### src/hw/rtl/wvfc_pkg.sv
`timescale 1ns / 1ps
package wvfc_pkg;

    localparam int XW = 37;
    localparam logic [29:0] INVK_Q30 = 30'd652032874;

    function automatic logic [23:0] atan_entry(input int idx);
        logic [23:0] t;
        case (idx)
            0:  t = 24'd2097152;
            1:  t = 24'd1238021;
            2:  t = 24'd654136;
            3:  t = 24'd332050;
            4:  t = 24'd166669;
            5:  t = 24'd83416;
            6:  t = 24'd41718;
            7:  t = 24'd20860;
            8:  t = 24'd10430;
            9:  t = 24'd5215;
            10: t = 24'd2608;
            11: t = 24'd1304;
            12: t = 24'd652;
            13: t = 24'd326;
            14: t = 24'd163;
            15: t = 24'd81;
            16: t = 24'd41;
            17: t = 24'd20;
            18: t = 24'd10;
            19: t = 24'd5;
            20: t = 24'd3;
            21: t = 24'd1;
            22: t = 24'd1;
            default: t = 24'd0;
        endcase
        return t;
    endfunction

    // atan(2^-idx) rounded half up to ab-bit binary angle
    function automatic logic [23:0] stage_ang(input int idx, input int ab);
        logic [24:0] t;
        int          s;
        s = 24 - ab;
        t = {1'b0, atan_entry(idx)};
        if (s > 0) begin
            t = (t + (25'd1 << (s - 1))) >> s;
        end
        return t[23:0];
    endfunction

endpackage

### src/hw/rtl/wvfc_mag_scale.sv
`timescale 1ns / 1ps
module wvfc_mag_scale
    import wvfc_pkg::*;
(
    input  logic                 i_clk,
    input  logic                 i_en,
    input  logic signed [XW-1:0] i_x,
    output logic        [15:0]   o_mag
);

    localparam int HW = XW - 18;

    logic [46:0]    n_plo;
    logic [HW+29:0] n_phi;
    logic [46:0]    r_plo;
    logic [HW+29:0] r_phi;
    logic [67:0]    sum;
    logic [15:0]    n_mag;
    logic [15:0]    r_mag;

    // x is non-negative here; split into two partial products
    always_comb begin
        n_plo = 47'(i_x[16:0]) * 47'(INVK_Q30);
        n_phi = (HW+30)'(i_x[XW-2:17]) * (HW+30)'(INVK_Q30);
        sum   = (68'(r_phi) << 17) + 68'(r_plo) + (68'd1 << 45);
        n_mag = (|sum[67:62]) ? 16'hFFFF : sum[61:46];
    end

    always_ff @(posedge i_clk) begin
        if (i_en) begin
            r_plo <= n_plo;
            r_phi <= n_phi;
            r_mag <= n_mag;
        end
    end

    assign o_mag = r_mag;

endmodule

### config.mk
export PLATFORM = sky130hd
export DESIGN_NAME = wvfc_mag_scale
export DESIGN_NICKNAME = d
export VERILOG_FILES = /design/src/hw/rtl/wvfc_pkg.sv /design/src/hw/rtl/wvfc_mag_scale.sv
export SDC_FILE = /design/constraint.sdc
export NUM_CORES = 1
export LEC_CHECK = 0
export BUFFER_PORTS_ARGS = -buffer_cell sky130_fd_sc_hd__buf_2
export CORE_UTILIZATION = 40
export DETAILED_ROUTE_END_ITERATION = 6
export PLACE_DENSITY = 0.66
export SLEW_MARGIN = 15
export SYNTH_ARGS = -nofsm -noshare
export SYNTH_HDL_FRONTEND = slang
export SYNTH_SLANG_ARGS = --single-unit
### constraint.sdc
create_clock -name i_clk -period 9.3 [get_ports i_clk]
set_clock_uncertainty 0.1 [all_clocks]
set_input_delay 0 -clock i_clk [delete_from_list [all_inputs] [get_ports i_clk]]
set_output_delay 0 -clock i_clk [all_outputs]
set_load 0.01 [all_outputs]
# Word level (Yosys, flattened, before mapping)
# Index checks and enable logic that the tools add are counted.
# Widths: inputs -> output; s select.
[word_totals]
reg_bits = 110
word_cells = 8
[classes]
addsub = 2
n_mul = 2
n_reduce_logical = 1
[op_table]
columns = ["op", "count"]
rows = [
  ["$add 67x46->68 const B", 1],
  ["$add 66x47->67", 1],
  ["$mul 19x29->48 const B", 1],
  ["$mul 17x29->46 const B", 1],
  ["$reduce_or 6->1", 1],
]

# Longest topological paths before layout
[logic_depth]
word_depth = 3
ltp_mapped = 22
depth_no_buf = 21

# Worst setup path before layout
# Ideal clock, no wire load.
[synth_path]
path_kind = "input to register"
startpoint = "input i_x[24]"
endpoint = "register r_phi[43], data pin"
setup_ps = 263
arrival_time_ps = 5142
setup_slack_ps = 3795
cell_stages = 20
path_buffers = 1
path_cell_list = "fa_1 -> inv_1 -> fa_1 -> fa_1 -> inv_1 -> fa_1 -> fa_1 -> inv_1 -> fa_1 -> inv_1 -> ha_1 -> buf_2 -> nand3_1 -> nor3_1 -> and2_1 -> nor4b_1 -> o21ai_2 -> a311oi_2 -> nor4b_1 -> nand3b_1"
[synth_between]
elab_chain_cells = 1
[synth_lines]
columns = ["element", "line", "source"]
rows = [
  ["from (decl)", "wvfc_mag_scale.sv:7", "input logic signed [XW-1:0] i_x,"],
  ["$mul 19x29->48", "wvfc_mag_scale.sv:24", "n_phi = (HW+30)'(i_x[XW-2:17]) * (HW+30)'(INVK_Q30);"],
  ["net n_phi[43]", "wvfc_mag_scale.sv:14", "logic [HW+29:0] n_phi;"],
  ["to (signal assigned)", "wvfc_mag_scale.sv:32", "r_phi <= n_phi;"],
  ["to (decl)", "wvfc_mag_scale.sv:16", "logic [HW+29:0] r_phi;"],
]
# The timed path passes the listed nets, and every way through them passes these cells.
# A chain may end at the register's enable or synchronous reset.

# Worst setup path in the final report
[layout_path]
startpoint = "input i_x[18]"
endpoint = "register r_phi[45], data pin"
# Same word-level chain as after synthesis.

==> metrics <==
GR peak layer=met2; IO buf count=53; drt total wl=54.87 mm; setup total negative slack=0 ns; 1st-pass router iterations=5; Post-Syn Area per Cell=10.09 µm²; min Tclk post-route=6.632 ns; nets=3155; critical path's top delay family=adder cells; TritonCTS Buffers=9; All-Layer GR Usage=20.25%; top cell type's share of synthesized area=36.43%; placed cells=3051; number of antenna-violating nets in the routed design=0; Crit path largest cell delay=0.55 ns; syn_nets=3113; Synth cell types=76; Top FF cell, synth=edfxtp_1; grt total ovfl=0; GRT met3 Usage=2.608%; largest net degree at the start of global routing=52; Hold Vio Cnt, Final=0; vias in the first global route=16590; DRC Markers=0; clock root cell=clkbuf_16; Die H=241.1 µm; Layout area overhead=6.179%; latest clock arrival within the worst-skew pair=0.36 ns; Slew Viols, Final=0; crit-path most repeated cell=fa_1; area leader, netlist=fa_1; maximum fanout along the worst path=7; clk sinks=93; Synth Register Bits=93; CP Data Arrival Time=6.62 ns; worst endpoint required time=9.28 ns; drt via density=4.938; Async SR Flop Fraction=0%; Post-Syn Area=22860 µm²; first-pass GRT wire length=90.25 mm; area used by multi-input combinational logic=17360 µm²; Slowest cell on crit path=fa_1; initial antenna violation count=0; number of setup violations in the final report=0; synthesized instance count=2265; period utilization=71.31%; FMAX=150.8 MHz; clk slew on worst S/H paths=0.07 ns; Startpoint Class=primary input; most common cell in the netlist=inv_1; number of DRC markers in iteration 0=862; status=complete, no violations; synth top area cells=fa_1 36%, ha_1 22%, edfxtp_1 12%; CP Cell Sequence=dlygate4sd3_1, buf_2, ha_1, inv_1, fa_1, inv_1, fa_1, fa_1, inv_1, fa_1, fa_1, inv_1, ha_1, a211o_1, a21oi_2, nor3b_2, o21ai_0, a211oi_1, a211oi_1, o31ai_1, a311oi_1; Max transition margin=54.17%; Seq/Total Area, Yosys=12.22%; register area=2793 µm²; n_diodes=0; H-tree Lvls=3; GPL Wtd Cong=0.9169; kind of critical path=in -> reg; M1 GR Usage=27.93%; Starting Density=40.54%; routing usage on met2=34.27%; Die Wd=241.1 µm; vias post-DR=15150; clk buf depth=2; routed len/inst=17.88 µm; Core ar.=56390 µm²; share of cells above drive strength 1=4.369%; Yosys warnings=0; Max Cap Viol=0; non-filler instance count after layout=3068; Worst-Margin Slew=0.6853 ns; row count=87; Die ar.=58110 µm²; Hold WC Path Type=in -> reg; Post-synth EDFFs=93; TritonCTS clock tree=yes; io pins=55; Crit path buffers/inverters=6; most instantiated cells after synthesis=692 x inv_1, 416 x fa_1, 393 x ha_1, 93 x edfxtp_1, 82 x a21oi_1; unrepaired setup endpoints after global routing=false; Critical Path End Type=flip-flop; Final HPWL DP=49.24 mm; FILL cells=5559
-- sequential cells by signal, indices dropped and copies added (netlist names) --
| register | count |
|---|---|
| o_mag | 16 |
| r_plo | 29 |
| r_phi | 48 |
-- final timing paths --
path | start | end | slack, ns | cells past startpoint
max | i_x[18] | r_phi[45] | 2.67 | 21
min reg2reg | r_phi[44] | o_mag[15] | 0.51 | 2
min | i_x[17] | r_phi[1] | 0.02 | 1
max reg2reg | r_plo[24] | o_mag[0] | 5.48 | 10
-- layout make-up --
type | instances | share of cell area [%]
Clock inverter | 7 | 0.2835
Multi-Input combinational cell | 1456 | 71.51
Inverter | 692 | 10.70
Timing Repair Buffer | 55 | 1.175
Sequential cell | 93 | 11.50
Clock buffer | 9 | 0.9278
Tap cell | 756 | 3.897
-- placed cells by master (no fill, tap or decap), drive strengths merged, types with 8 or more instances in the layout --
| cell type | count |
|---|---|
| a211oi | 15 |
| a21o | 49 |
| a21oi | 83 |
| and2 | 11 |
| and3 | 10 |
| buf | 54 |
| clkbuf | 9 |
| edfxtp | 93 |
| fa | 416 |
| ha | 393 |
| inv | 695 |
| nand2 | 56 |
| nand3 | 42 |
| nand4 | 17 |
| nor2 | 66 |
| nor2b | 8 |
| nor3 | 19 |
| o211ai | 15 |
| o21a | 9 |
| o21ai | 47 |
| o21bai | 12 |
| or2 | 11 |
| xnor2 | 42 |
| xor2 | 35 |
-- metal layers --
layer	wire length [µm]	vias to the layer above	part of all wire [%]
met1	25380	7522	46
met2	26450	311	48
li1	-	7268	-
met5	0	-	0
met3	2302	49	4.2
met4	726	0	1.3
-- stage by stage --
step / hold slack [ns] / instance area, µm² / util (%) / setup WS, ns
floorplan: -0.001131 / 22860 / - / 3.795
global placement: 0.3159 / 23970 / 42.51 / 2.730
detailed placement: 0.3163 / 23970 / 42.51 / 2.711
CTS: 0.01100 / 24270 / 43.05 / 2.670
global route: 0.01980 / 24270 / 43.05 / 2.427
finish: 0.01653 / 24270 / 43.05 / 2.668
-- repair_timing --
action                                  CTS  global route
hold buffers                              1             0
resized for setup                         0             0
endpoints found under the hold margin     1             0
endpoints found under the setup margin    0             0
setup buffers                             0             0
-- cell families (layout without fill, tap and decap cells) --
| logic type | after synthesis | after routing | share of synthesized area (%) |
|---|---|---|---|
| adders and majority gates | 809 | 809 | 57.94 |
| buffers and inverters | 716 | 763 | 11.85 |
| AOI/OAI and AO/OA | 293 | 293 | 8.751 |
| and+or+nand+nor | 273 | 273 | 6.102 |
| DFF | 93 | 93 | 12.22 |
| xor gates and xnor gates | 77 | 77 | 2.950 |
| muxes | 4 | 4 | 0.1915 |
Power is not shown: default switching activity piles up to over one toggle a cycle in this logic, so the estimate is an artifact.
