File: src/hw/rtl/wvfc_pkg.sv
`timescale 1ns / 1ps
package wvfc_pkg;

    localparam int XW = 37;
    localparam logic [29:0] INVK_Q30 = 30'd652032874;

    function automatic logic [23:0] atan_entry(input int idx);
        logic [23:0] t;
        case (idx)
            0:  t = 24'd2097152;
            1:  t = 24'd1238021;
            2:  t = 24'd654136;
            3:  t = 24'd332050;
            4:  t = 24'd166669;
            5:  t = 24'd83416;
            6:  t = 24'd41718;
            7:  t = 24'd20860;
            8:  t = 24'd10430;
            9:  t = 24'd5215;
            10: t = 24'd2608;
            11: t = 24'd1304;
            12: t = 24'd652;
            13: t = 24'd326;
            14: t = 24'd163;
            15: t = 24'd81;
            16: t = 24'd41;
            17: t = 24'd20;
            18: t = 24'd10;
            19: t = 24'd5;
            20: t = 24'd3;
            21: t = 24'd1;
            22: t = 24'd1;
            default: t = 24'd0;
        endcase
        return t;
    endfunction

    // atan(2^-idx) rounded half up to ab-bit binary angle
    function automatic logic [23:0] stage_ang(input int idx, input int ab);
        logic [24:0] t;
        int          s;
        s = 24 - ab;
        t = {1'b0, atan_entry(idx)};
        if (s > 0) begin
            t = (t + (25'd1 << (s - 1))) >> s;
        end
        return t[23:0];
    endfunction

endpackage

File: src/hw/rtl/wvfc_cordic_cell.sv
`timescale 1ns / 1ps
module wvfc_cordic_cell
    import wvfc_pkg::*;
#(
    parameter int STAGE  = 0,
    parameter int AW     = 16,
    parameter int ZW     = 18,
    parameter bit ROTATE = 1'b1
) (
    input  logic                 i_clk,
    input  logic                 i_en,
    input  logic signed [XW-1:0] i_x,
    input  logic signed [XW-1:0] i_y,
    input  logic        [ZW-1:0] i_z,
    output logic signed [XW-1:0] o_x,
    output logic signed [XW-1:0] o_y,
    output logic        [ZW-1:0] o_z
);

    localparam logic [23:0]   A24 = stage_ang(STAGE, AW);
    localparam logic [ZW-1:0] A   = ZW'(A24);

    logic signed [XW-1:0] dx;
    logic signed [XW-1:0] dy;
    logic                 neg;
    logic signed [XW-1:0] n_x;
    logic signed [XW-1:0] n_y;
    logic        [ZW-1:0] n_z;
    logic signed [XW-1:0] r_x;
    logic signed [XW-1:0] r_y;
    logic        [ZW-1:0] r_z;

    always_comb begin
        dx  = i_y >>> STAGE;
        dy  = i_x >>> STAGE;
        neg = ROTATE ? i_z[ZW-1] : ~i_y[XW-1];
        if (neg) begin
            n_x = i_x + dx;
            n_y = i_y - dy;
            n_z = i_z + A;
        end else begin
            n_x = i_x - dx;
            n_y = i_y + dy;
            n_z = i_z - A;
        end
    end

    always_ff @(posedge i_clk) begin
        if (i_en) begin
            r_x <= n_x;
            r_y <= n_y;
            r_z <= n_z;
        end
    end

    assign o_x = r_x;
    assign o_y = r_y;
    assign o_z = r_z;

endmodule

File: config.mk
export PLATFORM = sky130hd
export DESIGN_NAME = wvfc_cordic_cell
export DESIGN_NICKNAME = d
export VERILOG_FILES = /design/src/hw/rtl/wvfc_pkg.sv /design/src/hw/rtl/wvfc_cordic_cell.sv
export SDC_FILE = /design/constraint.sdc
export NUM_CORES = 1
export LEC_CHECK = 0
export BUFFER_PORTS_ARGS = -buffer_cell sky130_fd_sc_hd__buf_2
export CORE_ASPECT_RATIO = 2
export CORE_MARGIN = 3
export CORE_UTILIZATION = 34
export DETAILED_ROUTE_END_ITERATION = 12
export PLACE_DENSITY_LB_ADDON = 0.25
export SLEW_MARGIN = 10
export SYNTH_ARGS = -nofsm -noshare
export SYNTH_HDL_FRONTEND = slang
export SYNTH_SLANG_ARGS = --single-unit
File: constraint.sdc
create_clock -name i_clk -period 6.1 [get_ports i_clk]
set_input_delay 0.61 -clock i_clk [delete_from_list [all_inputs] [get_ports i_clk]]
set_output_delay 0.61 -clock i_clk [all_outputs]
set_load 0.05 [all_outputs]
---- Word level (Yosys, flattened, before mapping) ----
Index checks and enable logic that the tools add are counted.
word-level totals
  register bits after elaboration ......... 92
  latch bits .............................. 0
  memory bits (writable) .................. 0
  ROM bits ................................ 0
  bits of input ports ..................... 94
  output and inout port bits .............. 92
  memories kept ........................... 0
cells by class
  $add $sub $neg .......................... 5
  multiply operators ...................... 0
  div/mod/pow operators ................... 0
  magnitude comparators ................... 0
  equality and inequality tests ........... 0
  shift-type cells ........................ 0
  multiplexer cells ....................... 3
  bitwise operators ....................... 0
  reduce and logical (&&, ||, !) cells .... 0
operators by type and width
  operator                number
  $mux 37                 2
  $sub 37x37->37          2
  $add 37x37->37          1
  $add 18x14->18 const B  1
  $mux 18                 1
  $sub 18x14->18 const B  1

---- Logic depth before layout (Yosys ltp) ----
Gate-level depths: netlist of run 1.
  depth after elaboration ................. 2
  gate-level depth with buffers ........... 13
  mapped depth without buffers ............ 12

---- Worst setup path before layout of run 1 ----
Ideal clock, no wire load.
  path kind ............................... input -> register
  start ................................... in i_x[0]
  end ..................................... reg r_y[34], in the netlist o_y[34] (data pin)
  library setup time ...................... 267 ps
  data arrival time ....................... 2,838 ps
  path slack .............................. 2,995 ps
  cell stages on the path ................. 11
  path buffers ............................ 0
  path through ............................ ha_1 fa_1 nor2b_1 o311ai_2 a21oi_2 o21ai_2 o21ai_4 a2111oi_2 o311a_1 o31ai_1 xnor2_1
on the way
  longest elaborated chain between the ends .. 2
  elaborated cells between the ends (all ways) .. 3
  classes of those cells .................. add/sub (2); mux (1)
RTL lines
  element                                           line                                            text
  start, declared                                   wvfc_cordic_cell.sv:12                          input logic signed [XW-1:0] i_x,
  $add 37x37->37 or $sub 37x37->37 (tied branches)  wvfc_cordic_cell.sv:43, wvfc_cordic_cell.sv:39
  $mux 37 (*)                                       wvfc_cordic_cell.sv:37                          if (neg) begin
  via n_y[34]                                       wvfc_cordic_cell.sv:27                          logic signed [XW-1:0] n_y;
  end signal, assigned                              wvfc_cordic_cell.sv:51                          r_y <= n_y;
  end, declared                                     wvfc_cordic_cell.sv:30                          logic signed [XW-1:0] r_y;
The timed path passes the listed nets; every way through them passes the cells marked *.
A chain may end at the register's enable or synchronous reset.

---- Worst setup path after layout of run 1 ----
  start ................................... in i_x[16]
  end ..................................... reg r_y[33], in the netlist o_y[33] (data pin)
The elaborated chain is that of the path after synthesis.

==> out/qor.csv, run 1 <==
metric,value,unit
status,"finished, final reports clean",
die_area,30400,um2
wl_met2,20200,um
dpl.hpwl,28130,um
pwr-share-seq,0.305,
synth_top_area_share,0.2847,
power,2783,uW
synth.yosys.seq_area_share,0.2847,
clkTransAtPathRegs,70,ps
critical_path_class,in -> reg,
initial_core_util,0.3471,
crit_fanout,13,
synth_edf_count,91,
async_reset_ff_frac,0,
ctsHoldBuffers,0,
rsz0062_at_grt,no,
max_freq,0.2721,GHz
synth_area_leaders,"edfxtp_1, ha_1, a21oi_1",
synthesis.area,9598,um2
yosys_register_bits,91,
dr.pass1.iters,4,
slew-limit-headroom,0.3783,
wl_per_cell,21.54,um
num_vias,8770,
placement.io_buffers,185,
post_cts_buffers,0,
start_kind,input pin,
grt_overflow_total,0,
post-route-util,0.3982,
slew_violations,0,
required,6210,ps
postCtsResizedCells,0,
nFillCells,2814,
cts_max_path_buffers,2,
drive_gt1_frac,0.1920,
power_frac_clock,0.238,
fin_crit,3675,ps
synth_top_flop_cell,edfxtp_1,
synth_cells,1094,
io_pins,186,
die_y,243.6,um
whs,404.6,ps
period_share,0.6024,
yosysMostFrequentCell,a21oi_1,
placed_area,10670,um2
route.detailed.drc,0,
setup_tns,0,ps
viasPerCell,5.488,
synth_common_cells,"a21oi_1, ha_1, inv_1",
wl_met1,10470,um
power_density,252.7,nW/um2
dieWidth,124.8,um
grt_pass1_vias,8911,
power_frac_comb,0.457,
placementRows,86,
synth.distinct_cells,91,
nets,1457,
tightest_slew,931.2,ps
hold_class,in -> reg,
maxCapViolations,0,
syn_to_final_growth,14.74,%
setup_viol,0,
swShare,0.4312,
gp_congestion,0.9458,
met3_wirelength,1178,um
hold_violations,0,
cts_made_buffers,9,
grt_max_degree,62,
drt_wl_total,34430,um
cp.arrival,3780,ps
ys_warn_count,0,
switchingPower,1200,uW
htreeDepth,3,
p_leak,0.004946,uW
synth_area_leader_cell,edfxtp_1,
irDropWorstVdd,146.8,uV
grt_usage,0.2194,
cts.sinks,91,
drtIter0Drc,504,
final_area,11010,um2
cts_tree,yes,
syn-num-nets,1310,
synth_area_per_cell,8.773,um2
core,27650,um2
worst_setup_path_end_kind,register,
p_int,1583,uW
top_layer_used,met4,
grt_pass1_wl,50560,um
antenna_found_initial,1,
clockRootBuffer,clkbuf_16,
postRouteAntennaNets,0,
worst paths after layout:
path | to | cells after the start | slack [ps] | startpoint
max | o_y[33] | 12 | 2430 | i_x[16]
min | o_z[12] | 1 | 400 | i_z[12]
critical path: stages:
cell,delay [ps]
buf_2,100
inv_1,50
ha_1,560
inv_1,160
a21oi_1,440
o31ai_1,240
a31oi_1,610
o311a_4,320
o311a_4,220
a2bb2oi_1,260
o21ai_2,90
xnor2_1,120
sequential cells by signal, indices dropped and copies added (netlist names):
register / flops
o_x: 37
o_y: 36
o_z: 18
cell families (layout without fill, tap and decap cells):
family,Yosys count,in the layout,share of synthesized area
AO/OA/AOI/OAI,359,359,0.2520
XOR/XNOR,73,73,0.06661
adder cells (fa/ha/maj),122,122,0.1622
buffers and inverters,168,319,0.07887
flip-flops,91,91,0.2847
multiplexers,18,18,0.01877
other,0,1,0
AND/OR/NAND/NOR,263,263,0.1369
final cells by class:
cell class                 instances  area (um2)  area share
tap                              352       440.4     0.03999
timing repair buffer             189       958.4     0.08703
multi-input combinational        835        6108      0.5546
clock inverter                     6       113.9     0.01034
clock buffer                       9       225.2     0.02045
sequential                        91        2733      0.2481
antenna                            1       2.502   0.0002272
inverter                         115       431.7     0.03920
metrics by stage:
stage,instances,worst slack [ps]
2_1_floorplan,1094,2995
3_3_place_gp,1582,2081
3_5_place_dp,1582,2104
4_1_cts,1597,2491
5_1_grt,1598,2315
6_report,1598,2425
power groups by stage:
stage	combinational (uW)	sequential (uW)	clock (uW)
final	1270	849	663
after global placement	1260	863	0
after floorplan	569	1210	0
after detailed placement	1260	864	0
after CTS	1270	851	689
after global routing	1350	859	705
layer usage:
| metal | track usage | vias up |
|---|---|---|
| li1 | - | 4206 |
| met4 | 0.1549 | 0 |
| met2 | 0.4576 | 305 |
| met5 | 0 | - |
| met1 | 0.1779 | 4140 |
| met3 | 0.03115 | 119 |
layout by cell type, fill, tap and decap left out, types with 35 or more instances in the layout:
cell type,n
buf_2,184
a21oi_1,121
ha_1,118
inv_1,112
nor2_1,101
edfxtp_1,91
xnor2_1,61
o21ai_0,52
nand2_1,45
a21o_1,35
Power figures use the tool's default switching activity.
==> run 2: changes to the inputs <==
==> constraint.sdc (replaced) <==
create_clock -name i_clk -period 3.35 [get_ports i_clk]
set_input_delay 0.335 -clock i_clk [delete_from_list [all_inputs] [get_ports i_clk]]
set_output_delay 0.335 -clock i_clk [all_outputs]
set_load 0.05 [all_outputs]
==> run 2 against run 1 <==
Combinational power grew 100%. Critical path type unchanged. Hold slack lost 270 ps. Sequential power grew 83%. Global-route usage grew 1.5 points. Setup slack lost 2200 ps. Clock-buffer cell count grew 1. Utilization grew 3.7 points. Routed wire length grew 5.4%. Via count grew 6.8%. Power grew 90%. Highest routed layer unchanged.
==> out/qor.csv, run 2 (synthesized netlist as in run 1, its figures left out) <==
metric,value,unit,change
dpl.hpwl,30400,um,was 28130 um
start_kind,input pin,,unchanged
cts_tree,yes,,unchanged
required,3460,ps,was 6210 ps
die_y,243.6,um,unchanged
grt_pass1_wl,54560,um,was 50560 um
postRouteAntennaNets,0,,unchanged
largest_reg_flops,37,,unchanged
startpoint,i_x[17],,was i_x[16]
placementRows,86,,unchanged
grt_usage,0.2346,,was 0.2194
tightest_slew,677.7,ps,was 931.2 ps
cts.sinks,91,,unchanged
io_pins,186,,unchanged
ctsHoldBuffers,0,,unchanged
core,27650,um2,unchanged
drive_gt1_frac,0.2687,,was 0.1920
crit_fanout,9,,was 13
irDropWorstVdd,261.2,uV,was 146.8 uV
layout_commonest_cell,buf_2,,unchanged
maxCapViolations,0,,unchanged
critical_path_class,in -> reg,,unchanged
antenna_found_initial,2,,was 1
placed_area,11680,um2,was 10670 um2
hold_class,in -> reg,,unchanged
viasPerCell,5.412,,was 5.488
hold_violations,0,,unchanged
num_vias,9368,,was 8770
route.detailed.drc,0,,unchanged
slew_violations,0,,unchanged
grt_overflow_total,0,,unchanged
nets,1588,,was 1457
drtIter0Drc,574,,was 504
worst_setup_path_end_kind,register,,unchanged
rsz0062_at_grt,no,,unchanged
dieWidth,124.8,um,unchanged
cts_max_path_buffers,2,,unchanged
period_share,0.9295,,
drt_wl_total,36280,um,was 34430 um
die_area,30400,um2,unchanged
grt_pass1_vias,9864,,was 8911
cp.arrival,3230,ps,was 3780 ps
cts_made_buffers,9,,unchanged
layout_common_cells,"buf_2, buf_4, a21oi_1, ha_1, inv_1",,"was buf_2, a21oi_1, ha_1, inv_1, nor2_1"
htreeDepth,3,,unchanged
hold_path_startpoint,i_z[0],,was i_z[12]
p_leak,0.005584,uW,was 0.004946 uW
wl_per_cell,20.96,um,was 21.54 um
placement.io_buffers,185,,unchanged
max_freq,0.3211,GHz,
setup_viol,0,,unchanged
initial_core_util,0.3471,,unchanged
power,5300,uW,was 2783 uW
power_density,440.7,nW/um2,was 252.7 nW/um2
final_area,12030,um2,was 11010 um2
dr.pass1.iters,5,,was 4
fin_crit,3114,ps,
placed_cells,1713,,was 1582
setup_tns,0,ps,unchanged
clkTransAtPathRegs,70,ps,about the same
clockRootBuffer,clkbuf_16,,unchanged
gp_congestion,0.9657,,was 0.9458
layout.cells.non_filler,1731,,was 1598
grt_max_degree,49,,was 62
syn_to_final_growth,25.30,%,was 14.74%
status,"finished, final reports clean",,unchanged
postCtsResizedCells,0,,unchanged
post_cts_buffers,0,,unchanged
slew-limit-headroom,0.5482,,was 0.3783
[run 2: cell count changes in the layout (fill, tap and decap cells not counted)]
cell        delta
buf_4        +129
buf_12         +2
clkbuf_1       +1
clkinv_4       -1
clkinvlp_4     +1
diode_2        +1
[run 2: metrics by stage]
stage / util / worst slack, ps / hold WS, ps
4_1_cts: 0.4347 / 329.4 / 116.2
3_3_place_gp: 0.4224 / -65.67 / 511.2
2_1_floorplan: - / 520.0 / 433.9
5_1_grt: 0.4349 / 56.76 / 117.1
3_5_place_dp: 0.4224 / -74.52 / 513.3
6_report: 0.4349 / 236.1 / 133.8
[run 2: layout make-up]
cell class | instances | area [um2]
timing repair buffer | 320 | 1967
inverter | 115 | 431.7
antenna | 2 | 5.005
multi-input combinational | 835 | 6108
fill | 2870 | 15630
sequential | 91 | 2733
clock buffer | 10 | 229.0
clock inverter | 6 | 112.6
tap | 352 | 440.4
[run 2: path summary, 6_finish.rpt]
path | slack, ps | cells after the start | to
max | 240 | 14 | o_x[36]
min | 130 | 1 | o_z[0]
[run 2: critical path, stage by stage]
cell and delay (ps):
buf_2 110, inv_1 50, ha_1 440, buf_4 170, a21oi_1 150, o21ba_2 250
o311ai_0 360, a21o_1 130, a41oi_1 70, o41ai_1 480, buf_4 220, and4_1 200
o32a_1 180, xnor2_1 70
[run 2: report_power, final]
part / internal, uW / switching [uW]
clock: 732 / 472
combinational: 841 / 1710
sequential: 1500 / 53.1
[run 2: metal layers]
layer  track usage  up-vias  routed length, um
met5             0        -                  0
met4        0.1908        0               3200
met3       0.03357      171               1287
met2        0.4770      330              20850
met1        0.1901     4405              10940
li1              -     4462                  -
==> run 3: changes to the inputs <==
--- a/config.mk
+++ b/config.mk
@@ -11,6 +11,7 @@
 export CORE_UTILIZATION = 34
 export DETAILED_ROUTE_END_ITERATION = 12
 export PLACE_DENSITY_LB_ADDON = 0.25
+export RECOVER_POWER = 25
 export SLEW_MARGIN = 10
 export SYNTH_ARGS = -nofsm -noshare
 export SYNTH_HDL_FRONTEND = slang
==> run 3 against run 2 <==
The run now ends with capacitance limit, slew limit left. Critical path depth is the same. Sequential share of layout area is essentially flat. Power is essentially flat. Non-clock buffer count is the same. Design area is essentially flat.
==> out/qor.csv, run 3 (synthesized netlist as in run 1, its figures left out) <==
metric,value,unit,change
status,"complete, but fails checks",,"was finished, final reports clean"
failed_checks,"capacitance limit, slew limit",,
cts_tree,yes,,unchanged
cts_made_buffers,9,,unchanged
io_pins,186,,unchanged
largest_reg_flops,37,,unchanged
postCtsResizedCells,0,,unchanged
irDropWorstVdd,259.9,uV,was 261.2 uV
worst_setup_path_end_kind,register,,unchanged
initial_core_util,0.3471,,unchanged
final_area,12020,um2,was 12030 um2
drt_wl_total,36160,um,was 36280 um
start_kind,input pin,,unchanged
whs,134.9,ps,was 133.8 ps
setup_viol,0,,unchanged
drtIter0Drc,551,,was 574
rsz0062_at_grt,no,,unchanged
gp_congestion,0.9657,,unchanged
wl_per_cell,20.89,um,was 20.96 um
cpMostUsedCell,buf_4,,unchanged
grt_overflow_total,0,,unchanged
required,3460,ps,about the same
syn_to_final_growth,25.24,%,was 25.30%
clockRootBuffer,clkbuf_16,,unchanged
num_vias,9382,,was 9368
placementRows,86,,unchanged
tightest_slew,2810,ps,was 677.7 ps
nets,1588,,unchanged
core,27650,um2,unchanged
htreeDepth,3,,unchanged
hold_class,in -> reg,,unchanged
cts_max_path_buffers,2,,unchanged
post_cts_buffers,0,,unchanged
grt_usage,0.2346,,unchanged
grt_pass1_vias,9864,,unchanged
period_share,0.9343,,was 0.9295
layout_common_cells,"buf_2, buf_4, a21oi_1, ha_1, inv_1",,unchanged
drive_gt1_frac,0.2665,,was 0.2687
clkTransAtPathRegs,70,ps,about the same
dr.pass1.iters,7,,was 5
max_stage_delay,490,ps,was 480 ps
slew-limit-headroom,-0.8736,,was 0.5482
dpl.hpwl,30400,um,unchanged
dieWidth,124.8,um,unchanged
hold_violations,0,,unchanged
max_freq,0.3195,GHz,was 0.3211 GHz
antenna_found_initial,2,,unchanged
placement.io_buffers,185,,unchanged
cpMaxStageDelayCell,o41ai_1,,unchanged
grt_max_degree,49,,unchanged
die_area,30400,um2,unchanged
maxCapViolations,1,,was 0
p_leak,0.005575,uW,was 0.005584 uW
slew_violations,48,,was 0
postRouteAntennaNets,0,,unchanged
cp.arrival,3240,ps,was 3230 ps
die_y,243.6,um,unchanged
cts.sinks,91,,unchanged
route.detailed.drc,0,,unchanged
worstPathCellList,"buf_2, inv_1, ha_1, buf_4, a21oi_1, o21ba_2, o311ai_0, a21o_1, a41oi_1, o41ai_1, buf_4, and4_1, o32a_1, xnor2_1",,unchanged
grt_pass1_wl,54560,um,unchanged
fin_crit,3130,ps,was 3114 ps
layout_commonest_cell,buf_2,,unchanged
ctsHoldBuffers,0,,unchanged
viasPerCell,5.420,,was 5.412
placed_area,11680,um2,unchanged
crit_fanout,9,,unchanged
critical_path_class,in -> reg,,unchanged
power_density,440.7,nW/um2,about the same
[run 3: per-layer routing]
metal / GRT usage / share of wire / vias up
li1: - / - / 4469
met1: 0.1901 / 0.30 / 4389
met2: 0.4770 / 0.58 / 358
met3: 0.03357 / 0.038 / 166
met4: 0.1908 / 0.089 / 0
met5: 0 / 0 / -
[run 3: worst paths after layout]
kind / end / from / depth (start not counted) / slack (ps)
hold / removal: o_z[0] / i_z[0] / 1 / 130
setup / recovery: o_x[36] / i_x[17] / 14 / 220
[run 3: cell type report]
class / count / area (um2)
Clock inverter: 6 / 112.6
Antenna cell: 2 / 5.005
Multi-Input combinational cell: 835 / 6108
Timing Repair Buffer: 320 / 1961
Fill cell: 2873 / 15630
Clock buffer: 10 / 229.0
Tap cell: 352 / 440.4
Sequential cell: 91 / 2733
Inverter: 115 / 431.7
[run 3: power by group]
group,switching [uW],internal [uW]
logic,1700,840
registers,52.5,1500
clock network,471,732
total,2230,3070
[run 3: per-stage QoR]
step | worst slack, ps | cells | utilization | total power, uW | TNS (ps)
finish | 220.1 | 1731 | 0.4347 | 5298 | 0
global route | 56.77 | 1731 | 0.4347 | 5552 | 0
CTS | 329.4 | 1729 | 0.4347 | 5330 | 0
detailed placement | -74.52 | 1713 | 0.4224 | 4108 | -129.1
global placement | -65.67 | 1713 | 0.4224 | 4100 | -81.40
floorplan | 520.0 | 1094 | - | 3234 | 0
[run 3: worst max-delay path, delay by kind of cell]
kind	cells	cell delay [ps]
AND/OR/NAND/NOR	1	200
buffers and inverters	4	550
adder cells (fa/ha/maj)	1	440
AO/OA/AOI/OAI	7	1640
XOR/XNOR	1	70
